**src/rtl/sha1s_pkg.sv**
```systemverilog
// package: shared types and constants for the byte-serial sha-1 core
package sha1s_pkg;

  localparam logic [31:0] H0 = 32'h67452301;
  localparam logic [31:0] H1 = 32'hEFCDAB89;
  localparam logic [31:0] H2 = 32'h98BADCFE;
  localparam logic [31:0] H3 = 32'h10325476;
  localparam logic [31:0] H4 = 32'hC3D2E1F0;

  localparam logic [31:0] K0 = 32'h5A827999;
  localparam logic [31:0] K1 = 32'h6ED9EBA1;
  localparam logic [31:0] K2 = 32'h8F1BBCDC;
  localparam logic [31:0] K3 = 32'hCA62C1D6;

  localparam logic [7:0] PAD_BYTE = 8'h80;
  localparam logic [5:0] LEN_POS  = 6'd56;
  localparam int         QDEPTH   = 2;

  typedef enum logic [0:0] {
    ACT_ABSORB = 1'b0,
    ACT_FINISH = 1'b1
  } action_t;

  // one queued request from the front end
  typedef struct packed {
    action_t    action;
    logic [7:0] data_byte;
  } req_t;

  typedef enum logic [2:0] {
    ST_IDLE,
    ST_PAD,
    ST_ROUND,
    ST_FOLD,
    ST_EMIT
  } state_t;

  function automatic logic [31:0] round_k(input logic [6:0] r);
    if (r < 7'd20) return K0;
    else if (r < 7'd40) return K1;
    else if (r < 7'd60) return K2;
    else return K3;
  endfunction

  function automatic logic [31:0] round_f(input logic [6:0] r, input logic [31:0] b,
                                          input logic [31:0] c, input logic [31:0] d);
    if (r < 7'd20) return (b & c) | (~b & d);
    else if (r < 7'd40) return b ^ c ^ d;
    else if (r < 7'd60) return (b & c) | (b & d) | (c & d);
    else return b ^ c ^ d;
  endfunction

endpackage

```
**src/rtl/sha1s_front.sv**
```systemverilog
// front end: accepts requests into a short queue
module sha1s_front (
  input  logic              clk,
  input  logic              rst,
  input  logic              valid,
  output logic              stall,
  input  logic              action,
  input  logic [7:0]        data_byte,
  output sha1s_pkg::req_t   q_req,
  output logic              q_valid,
  input  logic              q_take
);
  import sha1s_pkg::*;

  req_t       mem [QDEPTH];
  logic       wp, rp;
  logic [1:0] count;
  logic       push, pop;

  assign stall   = (count == 2'(QDEPTH));
  assign push    = valid && !stall;
  assign q_valid = (count != 2'd0);
  assign pop     = q_valid && q_take;
  assign q_req   = mem[rp];

  always_ff @(posedge clk) begin
    if (push) begin
      mem[wp] <= '{action: action_t'(action), data_byte: data_byte};
    end
    if (rst) begin
      wp    <= 1'b0;
      rp    <= 1'b0;
      count <= 2'd0;
    end else begin
      if (push) wp <= ~wp;
      if (pop) rp <= ~rp;
      count <= count + 2'(push) - 2'(pop);
    end
  end
endmodule

```
**src/rtl/sha1s_back.sv**
```systemverilog
// back end: block buffer, padding, 80-round compression and digest output
module sha1s_back (
  input  logic              clk,
  input  logic              rst,
  input  sha1s_pkg::req_t   q_req,
  input  logic              q_valid,
  output logic              q_take,
  output logic              valid_out,
  input  logic              stall_out,
  output logic [31:0]       digest_word,
  output logic [2:0]        word_index,
  output logic              last_word
);
  import sha1s_pkg::*;

  state_t      state, state_next;
  logic [5:0]  fill;
  logic [63:0] bit_len;
  logic [31:0] h [5];
  logic [31:0] a, b, c, d, e;
  // block words, big-endian bytes; doubles as the message schedule window
  logic [31:0] w [16];
  logic [6:0]  rnd;
  logic [5:0]  pad_pos;
  logic        final_blk;
  logic [2:0]  widx;
  logic [31:0] wnew, wcur, t;
  logic        out_fire;

  assign out_fire = valid_out && !stall_out;
  assign wcur = w[0];
  assign wnew = {w[13] ^ w[8] ^ w[2] ^ w[0]} << 1 | (w[13] ^ w[8] ^ w[2] ^ w[0]) >> 31;
  assign t = {a[26:0], a[31:27]} + round_f(rnd, b, c, d) + e + round_k(rnd) + wcur;

  always_comb begin
    q_take = (state == ST_IDLE);
  end

  always_comb begin
    state_next = state;
    unique case (state)
      ST_IDLE: begin
        if (q_valid) begin
          if (q_req.action == ACT_FINISH) state_next = ST_PAD;
          else if (fill == 6'd63) state_next = ST_ROUND;
        end
      end
      ST_PAD: begin
        if (pad_pos == 6'd63) state_next = ST_ROUND;
      end
      ST_ROUND: begin
        if (rnd == 7'd79) state_next = ST_FOLD;
      end
      ST_FOLD: begin
        if (!final_blk) state_next = ST_IDLE;
        else if (fill != 6'd0) state_next = ST_PAD;
        else state_next = ST_EMIT;
      end
      ST_EMIT: begin
        if (out_fire && widx == 3'd4) state_next = ST_IDLE;
      end
      default: state_next = ST_IDLE;
    endcase
  end

  // byte to place at pad_pos during padding
  logic [7:0] pad_byte;
  always_comb begin
    // length goes in the block whose tail is free of message bytes
    if (pad_pos >= LEN_POS && fill < LEN_POS)
      pad_byte = bit_len[{~pad_pos[2:0], 3'b111} -: 8];
    else if (pad_pos == fill && !final_blk) pad_byte = PAD_BYTE;
    else pad_byte = 8'h00;
  end

  always_ff @(posedge clk) begin
    if (state == ST_ROUND) begin
      e <= d;
      d <= c;
      c <= {b[1:0], b[31:2]};
      b <= a;
      a <= t;
      for (int i = 0; i < 15; i++) w[i] <= w[i+1];
      w[15] <= wnew;
    end else begin
      a <= h[0]; b <= h[1]; c <= h[2]; d <= h[3]; e <= h[4];
      if (state == ST_IDLE && q_valid && q_req.action == ACT_ABSORB)
        w[fill[5:2]][{~fill[1:0], 3'b000} +: 8] <= q_req.data_byte;
      else if (state == ST_PAD)
        w[pad_pos[5:2]][{~pad_pos[1:0], 3'b000} +: 8] <= pad_byte;
    end

    if (rst) begin
      state     <= ST_IDLE;
      fill      <= 6'd0;
      bit_len   <= 64'd0;
      rnd       <= 7'd0;
      pad_pos   <= 6'd0;
      final_blk <= 1'b0;
      widx      <= 3'd0;
      h[0] <= H0; h[1] <= H1; h[2] <= H2; h[3] <= H3; h[4] <= H4;
    end else begin
      state <= state_next;
      unique case (state)
        ST_IDLE: begin
          rnd <= 7'd0;
          if (q_valid) begin
            if (q_req.action == ACT_FINISH) begin
              final_blk <= 1'b0;
              pad_pos   <= fill;
            end else begin
              fill    <= fill + 6'd1;
              bit_len <= bit_len + 64'd8;
            end
          end
        end
        ST_PAD: begin
          pad_pos <= pad_pos + 6'd1;
          if (pad_pos == fill && !final_blk) final_blk <= 1'b1;
          if (pad_pos == 6'd63) begin
            // length fits in this block when fill left room
            if (fill <= 6'd55) fill <= 6'd0;
          end
        end
        ST_ROUND: rnd <= rnd + 7'd1;
        ST_FOLD: begin
          h[0] <= h[0] + a; h[1] <= h[1] + b; h[2] <= h[2] + c;
          h[3] <= h[3] + d; h[4] <= h[4] + e;
          if (final_blk && fill != 6'd0) begin
            fill    <= 6'd0;
            pad_pos <= 6'd0;
          end
          widx <= 3'd0;
          rnd  <= 7'd0;
        end
        ST_EMIT: begin
          if (out_fire) begin
            widx <= widx + 3'd1;
            if (widx == 3'd4) begin
              h[0] <= H0; h[1] <= H1; h[2] <= H2; h[3] <= H3; h[4] <= H4;
              fill    <= 6'd0;
              bit_len <= 64'd0;
              final_blk <= 1'b0;
            end
          end
        end
        default: ;
      endcase
    end
  end

  // output
  always_comb begin
    valid_out   = (state == ST_EMIT);
    digest_word = h[widx <= 3'd4 ? widx : 3'd0];
    word_index  = widx;
    last_word   = (widx == 3'd4);
  end
endmodule

```
**src/rtl/sha1_stream_hash_core.sv**
```systemverilog
// top level of the byte-serial sha-1 core
// usage:
//   input channel (valid, stall, action, data_byte) carries one request per
//   message byte (absorb) or a finish request. the front end queues up to two
//   requests so the sender keeps going while the back end compresses.
//   output channel (valid_out, stall_out, digest_word, word_index, last_word)
//   delivers five digest words A..E after each finish, last_word on E.
// sequencing:
//   absorb requests are taken only while the back end is idle; the 64th byte
//   of a block starts the 80 rounds and fold in the single shared round unit.
//   finish pads the block from fill to its end, compresses it, and when fewer
//   than 9 bytes were free pads and compresses a second block, then emits
//   one word per cycle while the receiver does not stall.
// reset:
//   synchronous rst restores the initial chaining words, empties the queue
//   and clears the byte and bit counts.
// stall:
//   a stalled digest word holds; the back end waits and the queue fills.
module sha1_stream_hash_core (
  input  logic        clk,
  input  logic        rst,
  input  logic        valid,
  output logic        stall,
  input  logic        action,
  input  logic [7:0]  data_byte,
  output logic        valid_out,
  input  logic        stall_out,
  output logic [31:0] digest_word,
  output logic [2:0]  word_index,
  output logic        last_word
);
  import sha1s_pkg::*;

  req_t q_req;
  logic q_valid, q_take;

  sha1s_front u_front (
    .clk, .rst, .valid, .stall, .action, .data_byte,
    .q_req, .q_valid, .q_take
  );

  sha1s_back u_back (
    .clk, .rst, .q_req, .q_valid, .q_take,
    .valid_out, .stall_out, .digest_word, .word_index, .last_word
  );

  a_last_idx: assert property (@(posedge clk) disable iff (rst)
    valid_out |-> (last_word == (word_index == 3'd4)))
    else $error("last_word mismatch");

  a_idx_range: assert property (@(posedge clk) disable iff (rst)
    valid_out |-> (word_index <= 3'd4))
    else $error("word index out of range");

  a_idx_step: assert property (@(posedge clk) disable iff (rst)
    (valid_out && !stall_out && !last_word) |=> (valid_out &&
      word_index == $past(word_index) + 3'd1))
    else $error("digest words not consecutive");
endmodule
```
**config.mk**
```make
export PLATFORM = sky130hd
export DESIGN_NAME = sha1_stream_hash_core
export DESIGN_NICKNAME = d
export VERILOG_FILES = /design/src/rtl/sha1s_pkg.sv /design/src/rtl/sha1s_front.sv /design/src/rtl/sha1s_back.sv /design/src/rtl/sha1_stream_hash_core.sv
export SDC_FILE = /design/constraint.sdc
export NUM_CORES = 2
export LEC_CHECK = 0
export BUFFER_PORTS_ARGS = -buffer_cell sky130_fd_sc_hd__buf_4
export CAP_MARGIN = 20
export CORE_MARGIN = 2
export CORE_UTILIZATION = 56
export DETAILED_ROUTE_END_ITERATION = 16
export GPL_ROUTABILITY_DRIVEN = 0
export PLACE_DENSITY = 0.83
export REMOVE_ABC_BUFFERS = 1
export SYNTH_ARGS = -nofsm -noshare
export SYNTH_HDL_FRONTEND = slang
export SYNTH_SLANG_ARGS = --single-unit
```
**constraint.sdc**
```tcl
create_clock -name clk -period 8.7 [get_ports clk]
set_clock_uncertainty 0.2 [all_clocks]
set_input_delay 1.305 -clock clk [delete_from_list [all_inputs] [get_ports clk]]
set_output_delay 1.305 -clock clk [all_outputs]
set_load 0.03 [all_outputs]
```
Word level (Yosys, flattened, before mapping):

Memory sizes are Yosys's and may differ from the RTL's. A register that Yosys moved wholly into a read port is not among the register bits.
Cells that the tools add are included.

* bits in registers: 254
* RAM bits: 690
* word-level logic and storage cells: 216
* memories: 3

Memories
* u_back.w: words 16, bits a word 32, rd ports 16, clocked after Yosys merged registers in 0, write ports 16, RTL line sha1s_back.sv:22 `logic [31:0] w [16];`
* u_back.h: words 5, bits a word 32, rd ports 6, clocked after Yosys merged registers in 0, write ports 5, RTL line sha1s_back.sv:19 `logic [31:0] h [5];`
* u_front.mem: words 2, bits a word 9, rd ports 1, clocked after Yosys merged registers in 1, write ports 1, RTL line sha1s_front.sv:15 `req_t mem [QDEPTH];`

* add/subtract/negate cells: 18
* $lt $le $gt $ge: 7
* equality and inequality tests: 22
* shift operators: 5
* mux-type cells: 87
* bitwise gates (word level): 30
* reduce and logical (&&, ||, !) cells: 29

Operators with widths (number)
* $mux 32: 26
* $add 32x32->32: 9
* $mux 64: 4
* $xor 32x32->32: 5
* $and 32x32->32: 4
* $pmux 64 s2: 1
* $or 32x32->32: 3
* $shiftx 71x7->8: 1
* $add 64x4->64 const B: 1
* $reduce_or 32->1: 2
* $shift 8x7->32 const A: 2
* $shiftx 8x7->32: 2
* $mux 6: 9
* $not 32->32: 1
* $or 32x1->32: 1
* $mux 31: 1
* $mux 3: 10
* $mux 1: 26
* $pmux 6 s4: 1
* $pmux 6 s3: 1
* $mux 8: 2
* $pmux 3 s5: 1
* $lt 7x6->1 const B: 2
* $ne 2x2->1 const B: 7
* 41 further kinds: 76

Longest topological paths before layout:

* word-level depth: 11
* depth in mapped cells: 27

By module:

From an unflattened synthesis, not the netlist that was laid out.

* cell total of the unflattened synthesis: 5411
* area total of the unflattened synthesis: 52838.2 sq um

Modules (own cells, without submodules)
* sha1s_back: instances 1, cells each 5357, area each 51956.1 sq um, seq. area each 25124.1 sq um
* sha1s_front: instances 1, cells each 54, area each 882.1 sq um, seq. area each 640.6 sq um

Worst setup path before layout:

Ideal clock, no wire load.

* path type: reg2reg
* start: register u_back.rnd[4]
* end: register u_back.a[30]
* setup time: 0.126 ns
* arrival time: 6.046 ns
* data required time: 8.374 ns
* path slack: 2.328 ns
* cell stages (with the launch flop): 25
* path buffers: 2
* cell sequence: dfxtp_1 -> clkbuf_1 -> a41oi_1 -> inv_1 -> nor2_1 -> clkinv_1 -> nand2_1 -> buf_1 -> nor2_1 -> nor2_1 -> fa_1 -> fa_1 -> inv_1 -> fa_1 -> inv_1 -> ha_1 -> a2111o_1 -> a211o_1 -> a21oi_1 -> a21oi_1 -> a2111oi_1 -> o21ai_0 -> a31oi_1 -> xor2_1 -> o21ai_1

* word-level cells in the longest chain between the ends: 9

Ends and longest elaborated chain
* from (decl): RTL line sha1s_back.sv:23 `logic [6:0] rnd;`
* from (signal assigned): RTL line sha1s_back.sv:125 `ST_ROUND: rnd <= rnd + 7'd1;`
* $lt 7x6->1: RTL line sha1s_pkg.sv:41, sha1s_pkg.sv:49
* $mux 32: RTL line sha1s_pkg.sv:49 `else if (r < 7'd60) return (b & c) | (b & d) | (c & d);`
* $mux 32: RTL line sha1s_pkg.sv:48 `else if (r < 7'd40) return b ^ c ^ d;`
* $mux 32: RTL line sha1s_pkg.sv:47 `if (r < 7'd20) return (b & c) | (~b & d);`
* $add 32x32->32 (2 in series): RTL line sha1s_back.sv:33 `assign t = {a[26:0], a[31:27]} + round_f(rnd, b, c, d) + e + round_k(rnd) + wcur;`
* $add 32x32->32 * (2 in series): RTL line sha1s_back.sv:33
* $mux 32 *: RTL line sha1s_back.sv:77 `if (state == ST_ROUND) begin`
* to (signal assigned): RTL line sha1s_back.sv:82 `a <= t;`
* to (signal assigned): RTL line sha1s_back.sv:86 `a <= h[0]; b <= h[1]; c <= h[2]; d <= h[3]; e <= h[4];`
* to (decl): RTL line sha1s_back.sv:20 `logic [31:0] a, b, c, d, e;`

Every way passes the cells marked *; elsewhere a longest branch is shown, timed or not.
A chain may end at the register's enable or synchronous reset.

Worst setup path after layout:

* start: register u_back.rnd[4]
* end: register u_back.a[31]

Same word-level chain as after synthesis.

==> impl_results.rst <==
.. list-table::
   :header-rows: 1

   * - Metric
     - Value
   * - Cell area reported after detailed placement
     - 0.0542 mm²
   * - Buffers on Ports
     - 50
   * - Maximum buffer depth of the clock tree
     - 3
   * - Startpoint class of the critical path
     - flop
   * - Standard cell with the maximum stage delay on the critical path
     - sky130_fd_sc_hd__a41oi_1
   * - Via count of the first global-routing pass
     - roughly 40000
   * - Type of the worst setup path
     - flop to flop
   * - Synthesized netlist cell count
     - between 5000 and 6000
   * - Detailed Routing Iterations Pass 1
     - 7
   * - Status
     - completed
   * - Area share of xor/xnor cells in the synthesized design
     - 0.0495
   * - Wire length of the first global-routing pass
     - 225 mm
   * - Number of clock sinks
     - 942
   * - CP arrival
     - 7660 ps
   * - Transition time of the tightest slew-check pin
     - 1080 ps
   * - Average vias per placed instance
     - 6.31
   * - Die height
     - slightly above 300 µm
   * - Final antenna-violating net count
     - 0
   * - Initial antenna violation count
     - 0
   * - Pwr per Cell Area
     - approximately 400 mW/mm²
   * - Post-synthesis compound-gate area fraction
     - 0.141
   * - Tightest slew margin relative to the limit
     - 0.275
   * - Number of nets at the end of the flow
     - 5500
   * - Sequential share of the synthesized area
     - 0.489
   * - Total half-perimeter wirelength after legalization and detailed placement
     - 99.8 mm
   * - Overflow left after global routing
     - 0
   * - Met1 layer usage reported by global route
     - 0.387
   * - Average wire per standard cell
     - 22.4 µm
   * - Max Freq
     - 0.137 GHz
   * - Layout cell share with drive strength beyond 1
     - 0.103
   * - Dominant synthesized flop cell
     - sky130_fd_sc_hd__edfxtp_1
   * - Final Hold Slack
     - 296 ps
   * - Fraction of the cycle the final worst path needs
     - 0.841
   * - Iteration-0 DRC count of the detailed router
     - a little over 5000
   * - Total global-route track usage
     - 0.295
   * - Cell row count
     - 112
   * - Cts hold-fix bufs
     - 0
   * - Number of fillers in the final layout
     - 7204
   * - Share of flip-flops with an asynchronous set or reset
     - 0
   * - Core footprint
     - between 0.09 and 0.1 mm²
   * - CTS HTree Levels
     - 3
   * - Synth Area in Simple Gates
     - 0.130
   * - Total inserted antenna cells
     - 0
   * - Post-synthesis average cell area
     - 10.3 µm²
   * - Cell area after layout
     - 0.0576 mm²
   * - Top-level I/O count
     - 51
   * - Post-synth design cell area
     - 0.0527 mm²
   * - Req. time, crit path
     - 9050 ps
   * - Critical path capture point type
     - flop
   * - Yosys warnings
     - 0
   * - Maximum ir drop on the vdd rail
     - 392 µV
   * - Initial Util
     - 0.565
   * - Largest stage delay on the critical path
     - 550 ps
   * - DRT Wirelength
     - 145 mm
   * - Count of pins over their slew limit
     - 0
   * - Fraction of the mapped netlist area in adder cells
     - 0.103
   * - Share of synthesized area spent on multiplexers
     - 0.0511
   * - Library cells used by synthesis
     - 93
   * - Leakage
     - 21.9 nW
   * - Clock tree from TritonCTS
     - built
   * - Resized cells post-CTS
     - 0
   * - Number of violations of the max-capacitance limit
     - 0
   * - Largest net degree at the start of global routing
     - 177
   * - Number of enable flip-flop cells after synthesis
     - 690
   * - Hold Vio Cnt, Final
     - 0
   * - Setup repair bufs after CTS
     - 0
   * - Die boundary width
     - 311 µm
   * - Layout Area Growth over Synthesis
     - 9.31%
   * - Met3 track utilization from global routing
     - 0.0521
   * - GR Util met2
     - 0.477
   * - GRT busiest layer
     - met2
   * - Total setup violations reported at the end of the flow
     - 0
   * - Die Footprint
     - 0.0966 mm²
   * - FF+latch count, synth
     - about 940
   * - Setup repair after global routing missed its margin
     - false
   * - TNS Setup
     - 0 ps
   * - Combinational family with the most area after synthesis
     - compound AO/OA/AOI/OAI gates
   * - DRC violations left
     - 0
   * - Clock-pin transition on the worst setup and hold timing paths
     - 60 ps
   * - Clock latency on the worst-skew pair
     - 720 ps
   * - Crit path max fanout
     - 11
   * - DR vias
     - 40803
   * - Classification of the worst-slack hold path
     - flop to flop
   * - Root Driver
     - sky130_fd_sc_hd__clkbuf_16
   * - Number of CTS-inserted buffers
     - 96
   * - Tmin final
     - 7320 ps
## layer usage
layer | share of wire | vias up | routed length, µm
met3 | 0.10 | 482 | 14500
li1 | - | 18214 | -
met2 | 0.47 | 2436 | 67400
met4 | 0.053 | 0 | 7720
met5 | 0 | - | 0
met1 | 0.38 | 19671 | 55300
## report_power, final
group	total, mW	internal (mW)	switching [mW]
Combinational	11.2	4.43	6.79
Clock	4.24	2.38	1.86
Sequential	7.36	6.43	0.926
Total	22.8	13.2	9.58
## cells by family (layout without fill, tap and decap cells)
group | after synthesis | count (layout)
multiplexers | 195 | 195
flip-flops | 942 | 942
XOR/XNOR | 298 | 298
adder cells (fa/ha/maj) | 361 | 361
AND/OR/NAND/NOR | 1590 | 1590
buffers and inverters | 469 | 566
AO/OA/AOI/OAI | 1257 | 1257
## synth_stat cells, drive strengths merged, types with 26 or more instances
master | number | share of area
nor2 | 697 | 0.050
edfxtp | 690 | 0.39
nand2 | 524 | 0.037
a21oi | 517 | 0.049
o21ai | 372 | 0.035
dfxtp | 252 | 0.096
inv | 238 | 0.017
ha | 237 | 0.056
xnor2 | 153 | 0.025
clkbuf | 151 | 0.011
xor2 | 145 | 0.024
mux2 | 134 | 0.029
fa | 124 | 0.047
buf | 76 | 0.0076
a21o | 72 | 0.010
nand3 | 66 | 0.0064
nor3 | 52 | 0.0049
a22oi | 50 | 0.0071
nor2b | 50 | 0.0059
mux4 | 45 | 0.019
o21a | 44 | 0.0063
and3 | 38 | 0.0045
nand2b | 35 | 0.0042
or3 | 35 | 0.0043
a211oi | 26 | 0.0037
## cells in the final DEF (no fill, tap or decap), types with 65 or more instances in the layout
master	count
sky130_fd_sc_hd__ha_1	237
sky130_fd_sc_hd__nand3_1	65
sky130_fd_sc_hd__o21ai_0	367
sky130_fd_sc_hd__mux2_2	134
sky130_fd_sc_hd__xnor2_1	153
sky130_fd_sc_hd__inv_1	238
sky130_fd_sc_hd__dfxtp_1	252
sky130_fd_sc_hd__clkbuf_16	96
sky130_fd_sc_hd__nand2_1	519
sky130_fd_sc_hd__edfxtp_1	690
sky130_fd_sc_hd__nor2_1	684
sky130_fd_sc_hd__xor2_1	145
sky130_fd_sc_hd__a21oi_1	516
sky130_fd_sc_hd__fa_1	124
sky130_fd_sc_hd__buf_4	105
sky130_fd_sc_hd__a21o_1	71
## critical path: cells and delay by family, from the launching register on
kind	cells	cell delay, ps
compound gates	9	2590
fa+ha+maj	5	1840
simple gates	5	1060
buf+inv	6	900
flops	1	390
xor+xnor	1	190
## metrics by stage
step | power [mW] | cells | setup slack, ps | utilization
global route | 24.3 | 6463 | 737 | 0.617
CTS | 22.5 | 6428 | 1380 | 0.615
floorplan | 15.4 | 4885 | 945 | -
detailed placement | 18.1 | 6247 | 1440 | 0.580
global placement | 17.7 | 6245 | 1570 | 0.580
finish | 22.8 | 6463 | 1380 | 0.617
## worst paths after layout
path / endpoint / depth (start not counted) / start / slack [ps]
setup / recovery: u_back.a[31]$_DFF_P_ / 26 / u_back.rnd[4]$_SDFFE_PP0P_ / 1380
hold / removal: u_back.w[14][18]$_DFFE_PP_ / 2 / u_back.w[15][18]$_DFFE_PP_ / 300
setup reg to reg: u_back.a[31]$_DFF_P_ / 26 / u_back.rnd[4]$_SDFFE_PP0P_ / 1380
hold reg to reg: u_back.w[14][18]$_DFFE_PP_ / 2 / u_back.w[15][18]$_DFFE_PP_ / 300
## layout make-up
type                       count  area (µm²)  share of cell area
sequential                   942       25800               0.447
clock buffer                 131        2700              0.0468
multi-input combinational   3701       25100               0.436
tap                         1254        1570              0.0272
inverter                     242         908              0.0158
clock inverter                50         554             0.00962
timing repair buffer         143        1010              0.0176
## sequential cells by signal, indices dropped and copies added (netlist names), 2 cells and up, named ones only
name               flops
u_back.w             512
u_back.h             160
u_back.bit_len        61
u_back.a              32
u_back.b              32
u_back.c              32
u_back.d              32
u_back.e              32
u_front.mem           18
u_back.rnd             7
u_back.fill            6
u_back.pad_pos         6
u_back.state           3
u_back.word_index      3
u_front.count          2
No activity file was read; power rests on OpenSTA's default activity.
